## src/hw/rtl/vmmio_pkg.sv

```systemverilog
// Shared types and constants of the virtio-mmio register file.
`timescale 1ns / 1ps
`default_nettype none

package vmmio_pkg;

  // Item commands
  localparam logic [1:0] CMD_READ  = 2'd0;
  localparam logic [1:0] CMD_WRITE = 2'd1;
  localparam logic [1:0] CMD_IRQ   = 2'd2;

  // Configuration register indexes
  localparam logic [2:0] CFG_DEVICE_TYPE   = 3'd0;
  localparam logic [2:0] CFG_FEATURES_LOW  = 3'd1;
  localparam logic [2:0] CFG_FEATURES_HIGH = 3'd2;
  localparam logic [2:0] CFG_QUEUE_COUNT   = 3'd3;
  localparam logic [2:0] CFG_SPACE_LEN     = 3'd4;

  // Register window offsets
  localparam logic [11:0] OFF_MAGIC         = 12'h000;
  localparam logic [11:0] OFF_VERSION       = 12'h004;
  localparam logic [11:0] OFF_DEVICE_ID     = 12'h008;
  localparam logic [11:0] OFF_VENDOR_ID     = 12'h00C;
  localparam logic [11:0] OFF_DEV_FEAT      = 12'h010;
  localparam logic [11:0] OFF_DEV_FEAT_SEL  = 12'h014;
  localparam logic [11:0] OFF_DRV_FEAT      = 12'h020;
  localparam logic [11:0] OFF_DRV_FEAT_SEL  = 12'h024;
  localparam logic [11:0] OFF_QUEUE_SEL     = 12'h030;
  localparam logic [11:0] OFF_QUEUE_NUM_MAX = 12'h034;
  localparam logic [11:0] OFF_QUEUE_NUM     = 12'h038;
  localparam logic [11:0] OFF_QUEUE_READY   = 12'h044;
  localparam logic [11:0] OFF_QUEUE_NOTIFY  = 12'h050;
  localparam logic [11:0] OFF_IRQ_STATUS    = 12'h060;
  localparam logic [11:0] OFF_IRQ_ACK       = 12'h064;
  localparam logic [11:0] OFF_STATUS        = 12'h070;
  localparam logic [11:0] OFF_DESC_LO       = 12'h080;
  localparam logic [11:0] OFF_DESC_HI       = 12'h084;
  localparam logic [11:0] OFF_AVAIL_LO      = 12'h090;
  localparam logic [11:0] OFF_AVAIL_HI      = 12'h094;
  localparam logic [11:0] OFF_USED_LO       = 12'h0A0;
  localparam logic [11:0] OFF_USED_HI       = 12'h0A4;
  localparam logic [11:0] OFF_GENERATION    = 12'h0FC;
  localparam logic [11:0] OFF_CFG_BASE      = 12'h100;

  // Fixed register values
  localparam logic [31:0] MAGIC_WORD      = 32'h7472_6976;
  localparam logic [31:0] VERSION_WORD    = 32'd2;
  localparam logic [31:0] VENDOR_WORD     = 32'h554D_4551;
  localparam logic [31:0] GENERATION_WORD = 32'd1;

  // Queue size field holds values up to 65535
  localparam int QSIZE_W = 16;

  // One entry of the per-queue state memory
  typedef struct packed {
    logic               ready;
    logic [QSIZE_W-1:0] size;
    logic [63:0]        desc;
    logic [63:0]        avail;
    logic [63:0]        used;
  } q_entry_t;

endpackage

`default_nettype wire

```

## src/hw/rtl/vmmio_queue_mem.sv

```systemverilog
// Per-queue state memory with per-entry valid bits, one read and one write port.
`timescale 1ns / 1ps
`default_nettype none

module vmmio_queue_mem
  import vmmio_pkg::*;
#(
  parameter int MAX_QUEUES = 8,
  parameter int QW         = 3
) (
  input  wire logic          clk,
  input  wire logic          rst_n,
  input  wire logic          rd_en,
  input  wire logic [QW-1:0] rd_addr,
  output q_entry_t           rd_entry,
  input  wire logic          wr_en,
  input  wire logic [QW-1:0] wr_addr,
  input  q_entry_t           wr_entry
);

  q_entry_t               mem [MAX_QUEUES];
  logic [MAX_QUEUES-1:0]  valid_r;
  q_entry_t               rd_raw_r;
  logic                   rd_valid_r;

  // Storage and registered read
  always_ff @(posedge clk) begin
    if (wr_en) begin
      mem[wr_addr] <= wr_entry;
    end
    if (rd_en) begin
      rd_raw_r <= mem[rd_addr];
    end
  end

  // Valid bits: an entry never written reads as zero
  always_ff @(posedge clk) begin
    if (!rst_n) begin
      valid_r    <= '0;
      rd_valid_r <= 1'b0;
    end else begin
      if (wr_en) begin
        valid_r[wr_addr] <= 1'b1;
      end
      if (rd_en) begin
        rd_valid_r <= valid_r[rd_addr];
      end
    end
  end

  assign rd_entry = rd_valid_r ? rd_raw_r : '0;

endmodule

`default_nettype wire

```

## src/hw/rtl/vmmio_cfg_mem.sv

```systemverilog
// Device config space: four byte banks, byte-aligned access of up to 4 bytes.
`timescale 1ns / 1ps
`default_nettype none

module vmmio_cfg_mem
  import vmmio_pkg::*;
#(
  parameter int CONFIG_BYTES = 256
) (
  input  wire logic        clk,
  input  wire logic        rst_n,
  input  wire logic        rd_en,
  input  wire logic [11:0] rd_pos,
  input  wire logic [2:0]  rd_size,
  output logic      [31:0] rd_data,
  input  wire logic        wr_en,
  input  wire logic [11:0] wr_pos,
  input  wire logic [2:0]  wr_size,
  input  wire logic [31:0] wr_data,
  output logic             busy
);

  localparam int ROWS = (CONFIG_BYTES + 3) / 4;
  localparam int RW   = (ROWS > 1) ? $clog2(ROWS) : 1;

  logic [RW-1:0] clr_row_r;
  logic          clr_busy_r;
  logic [1:0]    rd_lo_r;
  logic [7:0]    bank_rd [4];

  // Clearing pass after reset, one row of all banks a cycle
  always_ff @(posedge clk) begin
    if (!rst_n) begin
      clr_busy_r <= 1'b1;
      clr_row_r  <= '0;
    end else if (clr_busy_r) begin
      if (clr_row_r == RW'(ROWS - 1)) begin
        clr_busy_r <= 1'b0;
      end else begin
        clr_row_r <= clr_row_r + 1'b1;
      end
    end
  end

  assign busy = clr_busy_r;

  // Byte lane of the first read byte, for realignment
  always_ff @(posedge clk) begin
    if (rd_en) begin
      rd_lo_r <= rd_pos[1:0];
    end
  end

  for (genvar b = 0; b < 4; b++) begin : g_bank
    logic [7:0]  mem [ROWS];
    logic [7:0]  rq_r;
    logic [1:0]  rlane;
    logic [1:0]  wlane;
    logic [12:0] rsum;
    logic [12:0] wsum;
    logic [RW-1:0] rrow;
    logic [RW-1:0] wrow;
    logic        ren;
    logic        wen;

    // Which access byte lands in this bank, and at which row
    always_comb begin
      rlane = 2'(b) - rd_pos[1:0];
      wlane = 2'(b) - wr_pos[1:0];
      rsum  = {1'b0, rd_pos} + 13'(rlane);
      wsum  = {1'b0, wr_pos} + 13'(wlane);
      rrow  = rsum[RW+1:2];
      wrow  = wsum[RW+1:2];
      ren   = rd_en && ({1'b0, rlane} < rd_size);
      wen   = wr_en && ({1'b0, wlane} < wr_size);
    end

    always_ff @(posedge clk) begin
      if (clr_busy_r) begin
        mem[clr_row_r] <= 8'h00;
      end else if (wen) begin
        mem[wrow] <= wr_data[{wlane, 3'b000} +: 8];
      end
      if (ren) begin
        rq_r <= mem[rrow];
      end
    end

    assign bank_rd[b] = rq_r;
  end

  // Put byte i of the access in byte lane i of the word
  always_comb begin
    for (int i = 0; i < 4; i++) begin
      rd_data[8*i +: 8] = bank_rd[2'(rd_lo_r + 2'(i))];
    end
  end

endmodule

`default_nettype wire

```

## src/hw/rtl/virtio_mmio_register_file.sv

```systemverilog
// Top level of the virtio-mmio (version 2) transport register file.
// Usage:
//   Input channel (in_*): one item is a bus read, a bus write or a backend
//   command that sets interrupt status bits. It is taken when in_valid is
//   high and in_stall is low.
//   Result channel (out_*): one result per item: read data, queue notify,
//   reset request and the interrupt-pending flag after the item.
//   Config port (cfg_*): device type, features, queue count and config space
//   length; always ready; the user must write it only while no item is in flight (not enforced).
// Timing:
//   An item is registered when taken; its result is registered in the output
//   register when the item completes. The block takes one item at a time:
//   queue state and config space sit in memories read when the item is taken
//   and written back as it completes; the next item waits for that write-back.
//   The output register lets one new item in while a result waits; when
//   out_stall holds the result, the item behind it holds in place.
// Reset:
//   Registers go to their reset values. The config space memory is then
//   zeroed row by row, with in_stall high throughout.
`timescale 1ns / 1ps
`default_nettype none

module virtio_mmio_register_file
  import vmmio_pkg::*;
#(
  parameter int MAX_QUEUES     = 8,
  parameter int QUEUE_SIZE_MAX = 256,
  parameter int CONFIG_BYTES   = 256
) (
  input  wire logic        clk,
  input  wire logic        rst_n,
  // input channel
  input  wire logic        in_valid,
  output logic             in_stall,
  input  wire logic [1:0]  in_cmd,
  input  wire logic [11:0] in_offset,
  input  wire logic [31:0] in_wdata,
  input  wire logic [2:0]  in_access_size,
  // result channel
  output logic             out_valid,
  input  wire logic        out_stall,
  output logic      [31:0] out_rdata,
  output logic             out_notify_valid,
  output logic      [2:0]  out_notify_queue,
  output logic             out_reset_request,
  output logic             out_irq_pending,
  // configuration port
  input  wire logic        cfg_valid,
  output logic             cfg_ready,
  input  wire logic [2:0]  cfg_index,
  input  wire logic [31:0] cfg_wdata
);

  localparam int QW = (MAX_QUEUES > 1) ? $clog2(MAX_QUEUES) : 1;

  // Configuration registers
  logic [7:0]  device_type_r;
  logic [31:0] features_low_r;
  logic [31:0] features_high_r;
  logic [3:0]  queue_count_r;
  logic [8:0]  cfg_len_r;

  // Transport state
  logic [31:0] queue_select_r,   queue_select_nxt;
  logic [31:0] feature_select_r, feature_select_nxt;
  logic [63:0] drv_features_r,   drv_features_nxt;
  logic [31:0] device_status_r,  device_status_nxt;
  logic [31:0] irq_status_r,     irq_status_nxt;

  // Item in flight
  logic          s1_valid_r;
  logic [1:0]    s1_cmd_r;
  logic [11:0]   s1_off_r;
  logic [31:0]   s1_wdata_r;
  logic [2:0]    s1_size_r;
  logic          s1_cfg_hit_r;
  logic          s1_qv_r;
  logic [QW-1:0] s1_q_r;

  // Output register
  logic        out_valid_r;
  logic [31:0] out_rdata_r;
  logic        out_notify_valid_r;
  logic [2:0]  out_notify_queue_r;
  logic        out_reset_request_r;
  logic        out_irq_pending_r;

  logic          in_acc;
  logic          done;
  logic          cfg_busy;
  logic [4:0]    live_queues;
  logic [11:0]   live_len;
  logic          qv_a;
  logic [QW-1:0] q_a;
  logic [12:0]   pos_a;
  logic          hit_a;
  logic [12:0]   pos_b;

  q_entry_t      q_rd_entry;
  q_entry_t      q_wr_entry;
  logic          q_we;
  logic [31:0]   cfg_rd_word;
  logic          cfg_we;
  logic [31:0]   rdata_b;
  logic          notify_b;
  logic          reset_req_b;

  // Configuration writes
  assign cfg_ready = 1'b1;

  always_ff @(posedge clk) begin
    if (!rst_n) begin
      device_type_r   <= 8'd2;
      features_low_r  <= 32'd3;
      features_high_r <= 32'd0;
      queue_count_r   <= 4'd1;
      cfg_len_r       <= 9'd0;
    end else if (cfg_valid && cfg_ready) begin
      unique case (cfg_index)
        CFG_DEVICE_TYPE:   device_type_r   <= cfg_wdata[7:0];
        CFG_FEATURES_LOW:  features_low_r  <= cfg_wdata;
        CFG_FEATURES_HIGH: features_high_r <= cfg_wdata;
        CFG_QUEUE_COUNT:   queue_count_r   <= cfg_wdata[3:0];
        CFG_SPACE_LEN:     cfg_len_r       <= cfg_wdata[8:0];
        default: ;
      endcase
    end
  end

  // Effective queue count and config space length
  always_comb begin
    live_queues = (32'(queue_count_r) < 32'(MAX_QUEUES)) ? 5'(queue_count_r)
                                                         : 5'(MAX_QUEUES);
    live_len    = (32'(cfg_len_r) < 32'(CONFIG_BYTES)) ? 12'(cfg_len_r)
                                                       : 12'(CONFIG_BYTES);
  end

  // Accept: one item at a time, none during the clearing pass
  assign in_stall = s1_valid_r || cfg_busy;
  assign in_acc   = in_valid && !in_stall;
  assign done     = s1_valid_r && (!out_valid_r || !out_stall);

  // Queue selection and config space hit, worked out at accept
  always_comb begin
    qv_a  = queue_select_r < 32'(live_queues);
    q_a   = qv_a ? queue_select_r[QW-1:0] : '0;
    pos_a = {1'b0, in_offset} - {1'b0, OFF_CFG_BASE};
    hit_a = (in_offset >= OFF_CFG_BASE) && (in_access_size >= 3'd1) &&
            (in_access_size <= 3'd4) &&
            ((pos_a + 13'(in_access_size)) <= {1'b0, live_len});
  end

  always_ff @(posedge clk) begin
    if (!rst_n) begin
      s1_valid_r <= 1'b0;
    end else if (in_acc) begin
      s1_valid_r <= 1'b1;
    end else if (done) begin
      s1_valid_r <= 1'b0;
    end
  end

  always_ff @(posedge clk) begin
    if (in_acc) begin
      s1_cmd_r     <= in_cmd;
      s1_off_r     <= in_offset;
      s1_wdata_r   <= in_wdata;
      s1_size_r    <= in_access_size;
      s1_cfg_hit_r <= hit_a;
      s1_qv_r      <= qv_a;
      s1_q_r       <= q_a;
    end
  end

  assign pos_b = {1'b0, s1_off_r} - {1'b0, OFF_CFG_BASE};

  vmmio_queue_mem #(
    .MAX_QUEUES (MAX_QUEUES),
    .QW         (QW)
  ) u_queue_mem (
    .clk      (clk),
    .rst_n    (rst_n),
    .rd_en    (in_acc && qv_a),
    .rd_addr  (q_a),
    .rd_entry (q_rd_entry),
    .wr_en    (q_we),
    .wr_addr  (s1_q_r),
    .wr_entry (q_wr_entry)
  );

  vmmio_cfg_mem #(
    .CONFIG_BYTES (CONFIG_BYTES)
  ) u_cfg_mem (
    .clk     (clk),
    .rst_n   (rst_n),
    .rd_en   (in_acc && (in_cmd == CMD_READ) && hit_a),
    .rd_pos  (pos_a[11:0]),
    .rd_size (in_access_size),
    .rd_data (cfg_rd_word),
    .wr_en   (cfg_we),
    .wr_pos  (pos_b[11:0]),
    .wr_size (s1_size_r),
    .wr_data (s1_wdata_r),
    .busy    (cfg_busy)
  );

  // Read data of the item in flight
  always_comb begin
    logic [31:0] word;
    logic [31:0] cfg_word;
    cfg_word = '0;
    for (int i = 0; i < 4; i++) begin
      if (s1_cfg_hit_r && (3'(i) < s1_size_r)) begin
        cfg_word[8*i +: 8] = cfg_rd_word[8*i +: 8];
      end
    end
    unique case (s1_off_r) inside
      OFF_MAGIC:         word = MAGIC_WORD;
      OFF_VERSION:       word = VERSION_WORD;
      OFF_DEVICE_ID:     word = {24'd0, device_type_r};
      OFF_VENDOR_ID:     word = VENDOR_WORD;
      OFF_DEV_FEAT:      word = (feature_select_r == 32'd0) ? features_low_r  :
                                (feature_select_r == 32'd1) ? features_high_r : 32'd0;
      OFF_QUEUE_NUM_MAX: word = s1_qv_r ? 32'(QUEUE_SIZE_MAX) : 32'd0;
      OFF_QUEUE_READY:   word = s1_qv_r ? {31'd0, q_rd_entry.ready} : 32'd0;
      OFF_IRQ_STATUS:    word = irq_status_r;
      OFF_STATUS:        word = device_status_r;
      OFF_GENERATION:    word = GENERATION_WORD;
      default:           word = cfg_word;
    endcase
    rdata_b = (s1_cmd_r == CMD_READ) ? word : 32'd0;
  end

  // Register updates and queue entry modify for the item in flight
  always_comb begin
    logic qw;
    queue_select_nxt   = queue_select_r;
    feature_select_nxt = feature_select_r;
    drv_features_nxt   = drv_features_r;
    device_status_nxt  = device_status_r;
    irq_status_nxt     = irq_status_r;
    q_wr_entry         = q_rd_entry;
    qw                 = 1'b0;
    notify_b           = 1'b0;
    reset_req_b        = 1'b0;
    if (s1_cmd_r == CMD_WRITE) begin
      unique case (s1_off_r) inside
        OFF_DEV_FEAT_SEL, OFF_DRV_FEAT_SEL: feature_select_nxt = s1_wdata_r;
        OFF_DRV_FEAT: begin
          if (feature_select_r == 32'd0) begin
            drv_features_nxt[31:0] = s1_wdata_r;
          end else if (feature_select_r == 32'd1) begin
            drv_features_nxt[63:32] = s1_wdata_r;
          end
        end
        OFF_QUEUE_SEL: queue_select_nxt = s1_wdata_r;
        OFF_QUEUE_NUM: begin
          if (s1_wdata_r <= 32'(QUEUE_SIZE_MAX)) begin
            q_wr_entry.size = s1_wdata_r[QSIZE_W-1:0];
            qw              = 1'b1;
          end
        end
        OFF_QUEUE_READY: begin
          q_wr_entry.ready = |s1_wdata_r;
          qw               = 1'b1;
        end
        OFF_QUEUE_NOTIFY: notify_b = s1_wdata_r < 32'(live_queues);
        OFF_IRQ_ACK:      irq_status_nxt = irq_status_r & ~s1_wdata_r;
        OFF_STATUS: begin
          device_status_nxt = s1_wdata_r;
          reset_req_b       = s1_wdata_r == 32'd0;
        end
        OFF_DESC_LO: begin
          q_wr_entry.desc[31:0] = s1_wdata_r;
          qw                    = 1'b1;
        end
        OFF_DESC_HI: begin
          q_wr_entry.desc[63:32] = s1_wdata_r;
          qw                     = 1'b1;
        end
        OFF_AVAIL_LO: begin
          q_wr_entry.avail[31:0] = s1_wdata_r;
          qw                     = 1'b1;
        end
        OFF_AVAIL_HI: begin
          q_wr_entry.avail[63:32] = s1_wdata_r;
          qw                      = 1'b1;
        end
        OFF_USED_LO: begin
          q_wr_entry.used[31:0] = s1_wdata_r;
          qw                    = 1'b1;
        end
        OFF_USED_HI: begin
          q_wr_entry.used[63:32] = s1_wdata_r;
          qw                     = 1'b1;
        end
        default: ;
      endcase
    end else if (s1_cmd_r == CMD_IRQ) begin
      irq_status_nxt = irq_status_r | s1_wdata_r;
    end
    q_we = done && qw && s1_qv_r;
  end

  // Config space write-back
  assign cfg_we = done && (s1_cmd_r == CMD_WRITE) && s1_cfg_hit_r;

  // Transport state commits when the item completes
  always_ff @(posedge clk) begin
    if (!rst_n) begin
      queue_select_r   <= '0;
      feature_select_r <= '0;
      drv_features_r   <= '0;
      device_status_r  <= '0;
      irq_status_r     <= '0;
    end else if (done) begin
      queue_select_r   <= queue_select_nxt;
      feature_select_r <= feature_select_nxt;
      drv_features_r   <= drv_features_nxt;
      device_status_r  <= device_status_nxt;
      irq_status_r     <= irq_status_nxt;
    end
  end

  // Output register
  always_ff @(posedge clk) begin
    if (!rst_n) begin
      out_valid_r <= 1'b0;
    end else begin
      out_valid_r <= done || (out_valid_r && out_stall);
    end
  end

  always_ff @(posedge clk) begin
    if (done) begin
      out_rdata_r         <= rdata_b;
      out_notify_valid_r  <= notify_b;
      out_notify_queue_r  <= notify_b ? s1_wdata_r[2:0] : 3'd0;
      out_reset_request_r <= reset_req_b;
      out_irq_pending_r   <= |irq_status_nxt;
    end
  end

  assign out_valid         = out_valid_r;
  assign out_rdata         = out_rdata_r;
  assign out_notify_valid  = out_notify_valid_r;
  assign out_notify_queue  = out_notify_queue_r;
  assign out_reset_request = out_reset_request_r;
  assign out_irq_pending   = out_irq_pending_r;

endmodule

`default_nettype wire
```

## config.mk

```make
export PLATFORM = sky130hd
export DESIGN_NAME = virtio_mmio_register_file
export DESIGN_NICKNAME = d
export VERILOG_FILES = /design/src/hw/rtl/vmmio_pkg.sv /design/src/hw/rtl/vmmio_queue_mem.sv /design/src/hw/rtl/vmmio_cfg_mem.sv /design/src/hw/rtl/virtio_mmio_register_file.sv
export SDC_FILE = /design/constraint.sdc
export NUM_CORES = 2
export LEC_CHECK = 0
export ABC_AREA = 1
export BUFFER_PORTS_ARGS = -buffer_cell sky130_fd_sc_hd__clkbuf_2
export CELL_PAD_IN_SITES_DETAIL_PLACEMENT = 0
export CELL_PAD_IN_SITES_GLOBAL_PLACEMENT = 1
export CORE_MARGIN = 2
export CORE_UTILIZATION = 40
export DETAILED_ROUTE_END_ITERATION = 8
export PLACE_DENSITY = 0.65
export SLEW_MARGIN = 20
export SYNTH_ARGS = -nofsm -noshare
export SYNTH_HDL_FRONTEND = slang
export SYNTH_SLANG_ARGS = --single-unit
```

## constraint.sdc

```tcl
create_clock -name clk -period 14.45 [get_ports clk]
set_input_delay 2.89 -clock clk [delete_from_list [all_inputs] [get_ports clk]]
set_output_delay 2.89 -clock clk [all_outputs]
set_load 0.02 [all_outputs]
```

* Word level (Yosys, flattened, before mapping) *
Memories as Yosys holds them, arrays and structs flattened. A register that Yosys moved wholly into a read port is not among the register bits.
Cells that the tools add are included.

word-level totals
  flip-flop bits (word level) = 325
  memory bits (writable) = 3720
  input port bits = 89
  output and inout port bits = 41
  word-level logic and storage cells = 262
  memories kept = 5

cells by class
  add/sub/neg operators = 23
  magnitude comparators = 28
  equality and inequality tests = 29
  shift-type cells = 4
  mux-type cells = 79
  bitwise gates (word level) = 9
  reductions and logical operators = 57

memories
  memory                   words  width  read ports  clocked after Yosys merged registers in  wr ports  line                   RTL
  u_queue_mem.mem          8      209    1           1                                        1         vmmio_queue_mem.sv:21  q_entry_t mem [MAX_QUEUES];
  u_cfg_mem.g_bank[0].mem  64     8      1           1                                        1         vmmio_cfg_mem.sv:55    logic [7:0] mem [ROWS];
  u_cfg_mem.g_bank[1].mem  64     8      1           1                                        1         vmmio_cfg_mem.sv:55
  u_cfg_mem.g_bank[2].mem  64     8      1           1                                        1         vmmio_cfg_mem.sv:55
  u_cfg_mem.g_bank[3].mem  64     8      1           1                                        1         vmmio_cfg_mem.sv:55

operators with widths
  kind                                                             number
  2-to-1 mux 209 bit                                               2
  2-to-1 mux 32 bit                                                11
  one-hot mux 32 bit (10 select lines)                             1
  2-to-1 mux 8 bit                                                 16
  indexed part select 32 x 6 -> 8 bit                              4
  == test 12 x 8 -> 1 bit, second input constant                   7
  adder 8 x 2 -> 8 bit                                             8
  binary-select mux 8 bit (select 2 bit)                           4
  zero test 32 bit                                                 2
  less-than comparator 32 x 4 -> 1 bit                             2
  OR reduction 32 bit                                              2
  == test 12 x 7 -> 1 bit, second input constant                   5
  == test 12 x 6 -> 1 bit, second input constant                   4
  bitwise AND 32 bit                                               1
  == test 32 x 1 -> 1 bit, second input constant                   1
  less-or-equal comparator 32 x 9 -> 1 bit, second input constant  1
  2-to-1 mux 1 bit                                                 32
  2-to-1 mux 16 bit                                                2
  NOT 32 bit                                                       1
  OR 32 bit                                                        1
  OR reduction 8 bit                                               4
  logical AND 1 bit                                                26
  == test 12 x 4 -> 1 bit, second input constant                   2
  == test 12 x 5 -> 1 bit, second input constant                   2
  other kinds (46)                                                 88

* Logic depth before layout (Yosys ltp) *
  depth in word-level cells = 11
  depth in mapped cells = 20
  depth with buffers taken out = 16

* Hierarchy *
From an unflattened synthesis, not the netlist that was laid out.

second synthesis, totals
  cell total of the unflattened synthesis = 15717
  area total of the unflattened synthesis = 178383.6 sq um

by module, submodules not included
  module                     instances  cells an instance  area an instance (sq um)  sequential area each (sq um)
  vmmio_cfg_mem              1          7852               89448.3                   62660.1
  vmmio_queue_mem            1          5437               72285.6                   56664.3
  virtio_mmio_register_file  1          2428               16649.7                   7066.8

* Worst setup path before layout *
Ideal clock, no wire load.

  kind = input -> register
  start point = input port out_stall
  end point = memory u_cfg_mem.g_bank[1].mem[0][0], data pin
  setup time = 0.721 ns
  data arrival time = 6.420 ns
  required time = 13.729 ns
  setup slack = 7.308 ns
  cell stages on the path = 10
  buffers on the path = 1
  cells stage by stage = nand2_1 -> nand2_1 -> nor2_4 -> nand2_1 -> inv_2 -> nand2_2 -> nor2_4 -> inv_2 -> buf_6 -> a211oi_1

on the way
  cells in the longest elaborated chain, start to end = 11

ends and longest elaborated chain
  element                                 line                              RTL
  start, declared                         virtio_mmio_register_file.sv:41   input wire logic out_stall,
  zero test 1 bit                         virtio_mmio_register_file.sv:141  assign done = s1_valid_r && (!out_valid_r || !out_stall);
  logical OR 1 bit                        virtio_mmio_register_file.sv:141
  logical AND 1 bit                       virtio_mmio_register_file.sv:141
  logical AND 1 bit (2 in a row)          virtio_mmio_register_file.sv:306  assign cfg_we = done && (s1_cmd_r == CMD_WRITE) && s1_cfg_hit_r;
  logical AND 1 bit                       vmmio_cfg_mem.sv:75               wen = wr_en && ({1'b0, wlane} < wr_size);
  2-to-1 mux 1 bit                        vmmio_cfg_mem.sv:81               end else if (wen) begin
  2-to-1 mux 1 bit                        vmmio_cfg_mem.sv:79               if (clr_busy_r) begin
  2-to-1 mux 1 bit (not written as such)  vmmio_cfg_mem.sv:82               mem[wrow] <= wr_data[{wlane, 3'b000} +: 8];
  OR reduction 8 bit (no source line)     -
  2-to-1 mux 8 bit (no source line)       -
  end, declared                           vmmio_cfg_mem.sv:55

No other way between the ends.

* Worst setup path in the final report *
  start point = input port in_offset[2]
  end point = register u_cfg_mem.g_bank[0].rq_r[7], read port of u_cfg_mem.g_bank[0].mem, data pin

on the way
  cells in the longest elaborated chain, start to end = 6
  elaborated cells between the ends (all ways) = 10
  those cells by class = add/sub: 3; order compare: 2; reduce/logical: 5

ends and longest elaborated chain
  element                                                                                            line                                                                RTL
  start, declared                                                                                    virtio_mmio_register_file.sv:36                                     input wire logic [11:0] in_offset,
  subtractor 12 x 9 -> 13 bit / greater-or-equal comparator 12 x 9 -> 1 bit (equally long branches)  virtio_mmio_register_file.sv:147, virtio_mmio_register_file.sv:148
  adder 13 x 3 -> 13 bit / logical AND 1 bit (equally long branches)                                 virtio_mmio_register_file.sv:150, virtio_mmio_register_file.sv:148
  less-or-equal comparator 13 x 9 -> 1 bit / logical AND 1 bit (equally long branches)               virtio_mmio_register_file.sv:150, virtio_mmio_register_file.sv:148
  logical AND 1 bit                                                                                  virtio_mmio_register_file.sv:149                                    (in_access_size <= 3'd4) &&
  logical AND 1 bit                                                                                  virtio_mmio_register_file.sv:196                                    .rd_en (in_acc && (in_cmd == CMD_READ) && hit_a),
  logical AND 1 bit                                                                                  vmmio_cfg_mem.sv:74                                                 ren = rd_en && ({1'b0, rlane} < rd_size);
  end, declared                                                                                      vmmio_cfg_mem.sv:56                                                 logic [7:0] rq_r;

Several ways; a longest one is shown, not always the timed one.
A chain may end at the register's enable or synchronous reset.

==> reports/summary.txt <==
Status: finished clean
Cells after Synth: 9348
Synthesized Nets: 9480
Num ports: 130
Die span in x: 507 um
Clk pin slew, worst setup/hold paths: 0.06 ns
Drt first-iter violations: 7355
Htree depth: 5
Fin crit period: 6.94 ns
WL final: 316000 um
Antenna violations before repair: 6
Cell Pwr Density: 134 mW/mm2
Setup TNS: 0 ns
Vias: 70.5k
Comb pwr share: 6.5%
Int Power: 11.7 mW
Die height: 507 um
Final cell count without fillers: 12.9k
Final Cycle Share: 48.0%
Vias in the first global route: 66.5k
CP Data Required Time: 15.16 ns
Post-cts resize count: 0
Hold WC Path Type: flop to flop
Critical path class: input port to flop
Worst hold slack: 0.453 ns
Grt ovf: 0
Largest net degree at the start of global routing: 177
P_leak: 42.0 nW
Area delta synth->final: 12.5%
CTS tree: done
Actual slew at the worst max-slew pin: 1.16 ns
Most common cell after layout, fill and taps aside: edfxtp_1
Num rows: 184
Yosys cell types: 56
Register area share after synthesis: 69.3%
Starting Density: 40.2%
I/O Buffers: 128
DRC: 0
Overall power: 15.3 mW
CTS Sinks: 2414
Number of flops mapped to enable cells by yosys: 2183
Sw Ratio: 23.3%
Insertion delay to the later sink of the worst-skew pair: 0.95 ns
GP Congestion: 0.892
VDD IR max: 0.136 mV
RSZ-0062 raised after global routing: false
Mean area per synthesized cell: 10.8 um2
Ys async rst share: 0%
FMAX: 0.144 GHz
Nets: 9459
Worst setup SP type: input port
Max-Cap Viols: 0
DRT Pass-1 Iters: 6
Final Max Slew Viols: 0
Hold_buf cts: 0
Most common flop cell mapped by yosys: edfxtp_1
Max_slew headroom: 22.6%
Final Skew: 0.0648 ns
DP Cell Count: 12.4k
Vias per cell: 5.48
Share of cells above drive strength 1: 7.87%
CTS max path bufs: 4
Fillers: 23.2k
Final hold violation count: 0
Yosys reg bits: 2414
CTS Buf Count: 281
Root Buffer: clkbuf_16
Post-DP HPWL: 193000 um
P_sw: 3.55 mW
Setup Viol. Count Final: 0
Seq pwr share: 49.5%
Crit end category: flop
Postcts setup bufs: 0
Crit path DAT: 7.64 ns
Clock power share: 44.0%
Worst-path maximum fanout: 176
Most frequent cells in the layout: edfxtp_1 (2183), nand2_1 (2138), nor2_1 (1227)
Core ar.: 0.252 mm2
Post-synthesis cell area: 0.101 mm2
Die Footprint: 0.257 mm2
Total number of yosys warnings: 0
Global-route usage over all layers: 24.0%
First-pass GRT wire length: 460000 um
Routed Antenna Nets: 0
Drt wl/cell: 24.5 um
[through the flow]
stage,cell area (um2),setup slack (ns),util [%]
3_5_place_dp,105000,6.65,41.9
2_1_floorplan,101000,7.31,-
4_1_cts,114000,7.67,45.2
6_report,114000,7.51,45.2
3_3_place_gp,105000,6.58,41.9
5_1_grt,114000,7.27,45.2
[registers in the layout (all words and copies together) (netlist names), 6 cells and up]
| name | cells |
|---|---|
| cfg_len_r | 9 |
| irq_status_r | 32 |
| features_low_r | 32 |
| s1_off_r | 12 |
| u_cfg_mem.clr_row_r | 6 |
| queue_select_r | 32 |
| u_cfg_mem.g_bank.rq_r | 32 |
| u_queue_mem.mem | 8 |
| out_rdata | 32 |
| u_cfg_mem.g_bank.mem | 2048 |
| device_status_r | 32 |
| s1_wdata_r | 32 |
| feature_select_r | 32 |
| u_queue_mem.valid_r | 8 |
| device_type_r | 8 |
| features_high_r | 32 |
[logic make-up (layout without fill, tap and decap cells)]
group                    after synthesis  in the layout  share of synthesized area, %
AO/OA/AOI/OAI                       1355           1355                          7.26
XOR/XNOR                              35             35                         0.310
adder cells (fa/ha/maj)               43             43                         0.539
buffers and inverters                845           1015                          3.34
flip-flops                          2414           2414                          69.3
multiplexers                          38             38                         0.376
other                                  1              6                       0.00370
AND/OR/NAND/NOR                     4617           4617                          18.9
[routing by layer]
layer	routed length [um]	global-route usage [%]	part of all wire [%]	up-vias
met4	9130	7.22	2.9	0
met1	139000	34.2	44	34777
met2	147000	38.1	47	2605
met5	0	0	0	-
met3	20900	3.33	6.6	467
li1	-	-	-	32682
[Yosys cell counts, drive strengths merged (30+ instances only)]
master,number,area share (%)
a211oi,65,0.48
a21oi,263,1.3
buf,179,0.87
clkbuf,367,1.4
dfxtp,231,4.6
edfxtp,2183,65
ha,42,0.52
inv,289,1.1
mux2i,38,0.38
nand2,2155,8.0
nand3,1078,5.3
nand4,90,0.56
nor2,1243,4.7
o21ai,811,4.0
o22ai,133,0.82
xor2,30,0.26
[final timing paths]
check | depth (start not counted) | end | start | slack [ns]
setup / recovery | 14 | u_cfg_mem.g_bank[0].rq_r[7]$_DFFE_PP_ | in_offset[2] | 7.51
hold / removal | 2 | features_low_r[29]$_SDFFE_PN0P_ | features_low_r[29]$_SDFFE_PN0P_ | 0.45
setup reg to reg | 14 | u_cfg_mem.g_bank[0].mem[52][6]$_DFFE_PP_ | s1_off_r[1]$_DFFE_PP_ | 7.58
hold reg to reg | 2 | features_low_r[29]$_SDFFE_PN0P_ | features_low_r[29]$_SDFFE_PN0P_ | 0.45
[power groups by stage]
stage          clock network [mW]  logic, mW  registers [mW]
2_1_floorplan                   0      0.619            7.70
3_3_place_gp                    0      0.989            7.70
3_5_place_dp                    0      0.993            7.70
4_1_cts                      6.84      0.995            7.56
5_1_grt                      7.11       1.09            7.56
6_report                     6.73      0.992            7.56
[critical path: stages]
cell and delay, ns:
buf_6 0.24, inv_6 0.53, buf_12 0.64, o21ai_0 0.29
nand2_4 0.19, buf_4 0.60, buf_4 0.82, nand3_1 0.23
nand3_1 0.15, nand3_1 0.17, nand3_1 0.40, nand2_1 0.10
nand2_1 0.09, nand2_1 0.07
[area by class of cell]
cell class,instances,area (um2),share of cell area (%)
diodes,5,12.5,0.0110
multi-input cells,6089,28300,24.8
clock inverters,124,1050,0.925
repair buffers,242,1540,1.35
clock buffers,350,7470,6.56
flip-flops and latches,2414,70200,61.6
well taps,3348,4190,3.68
inverters,299,1150,1.01
(Power assumes the default switching activity.)
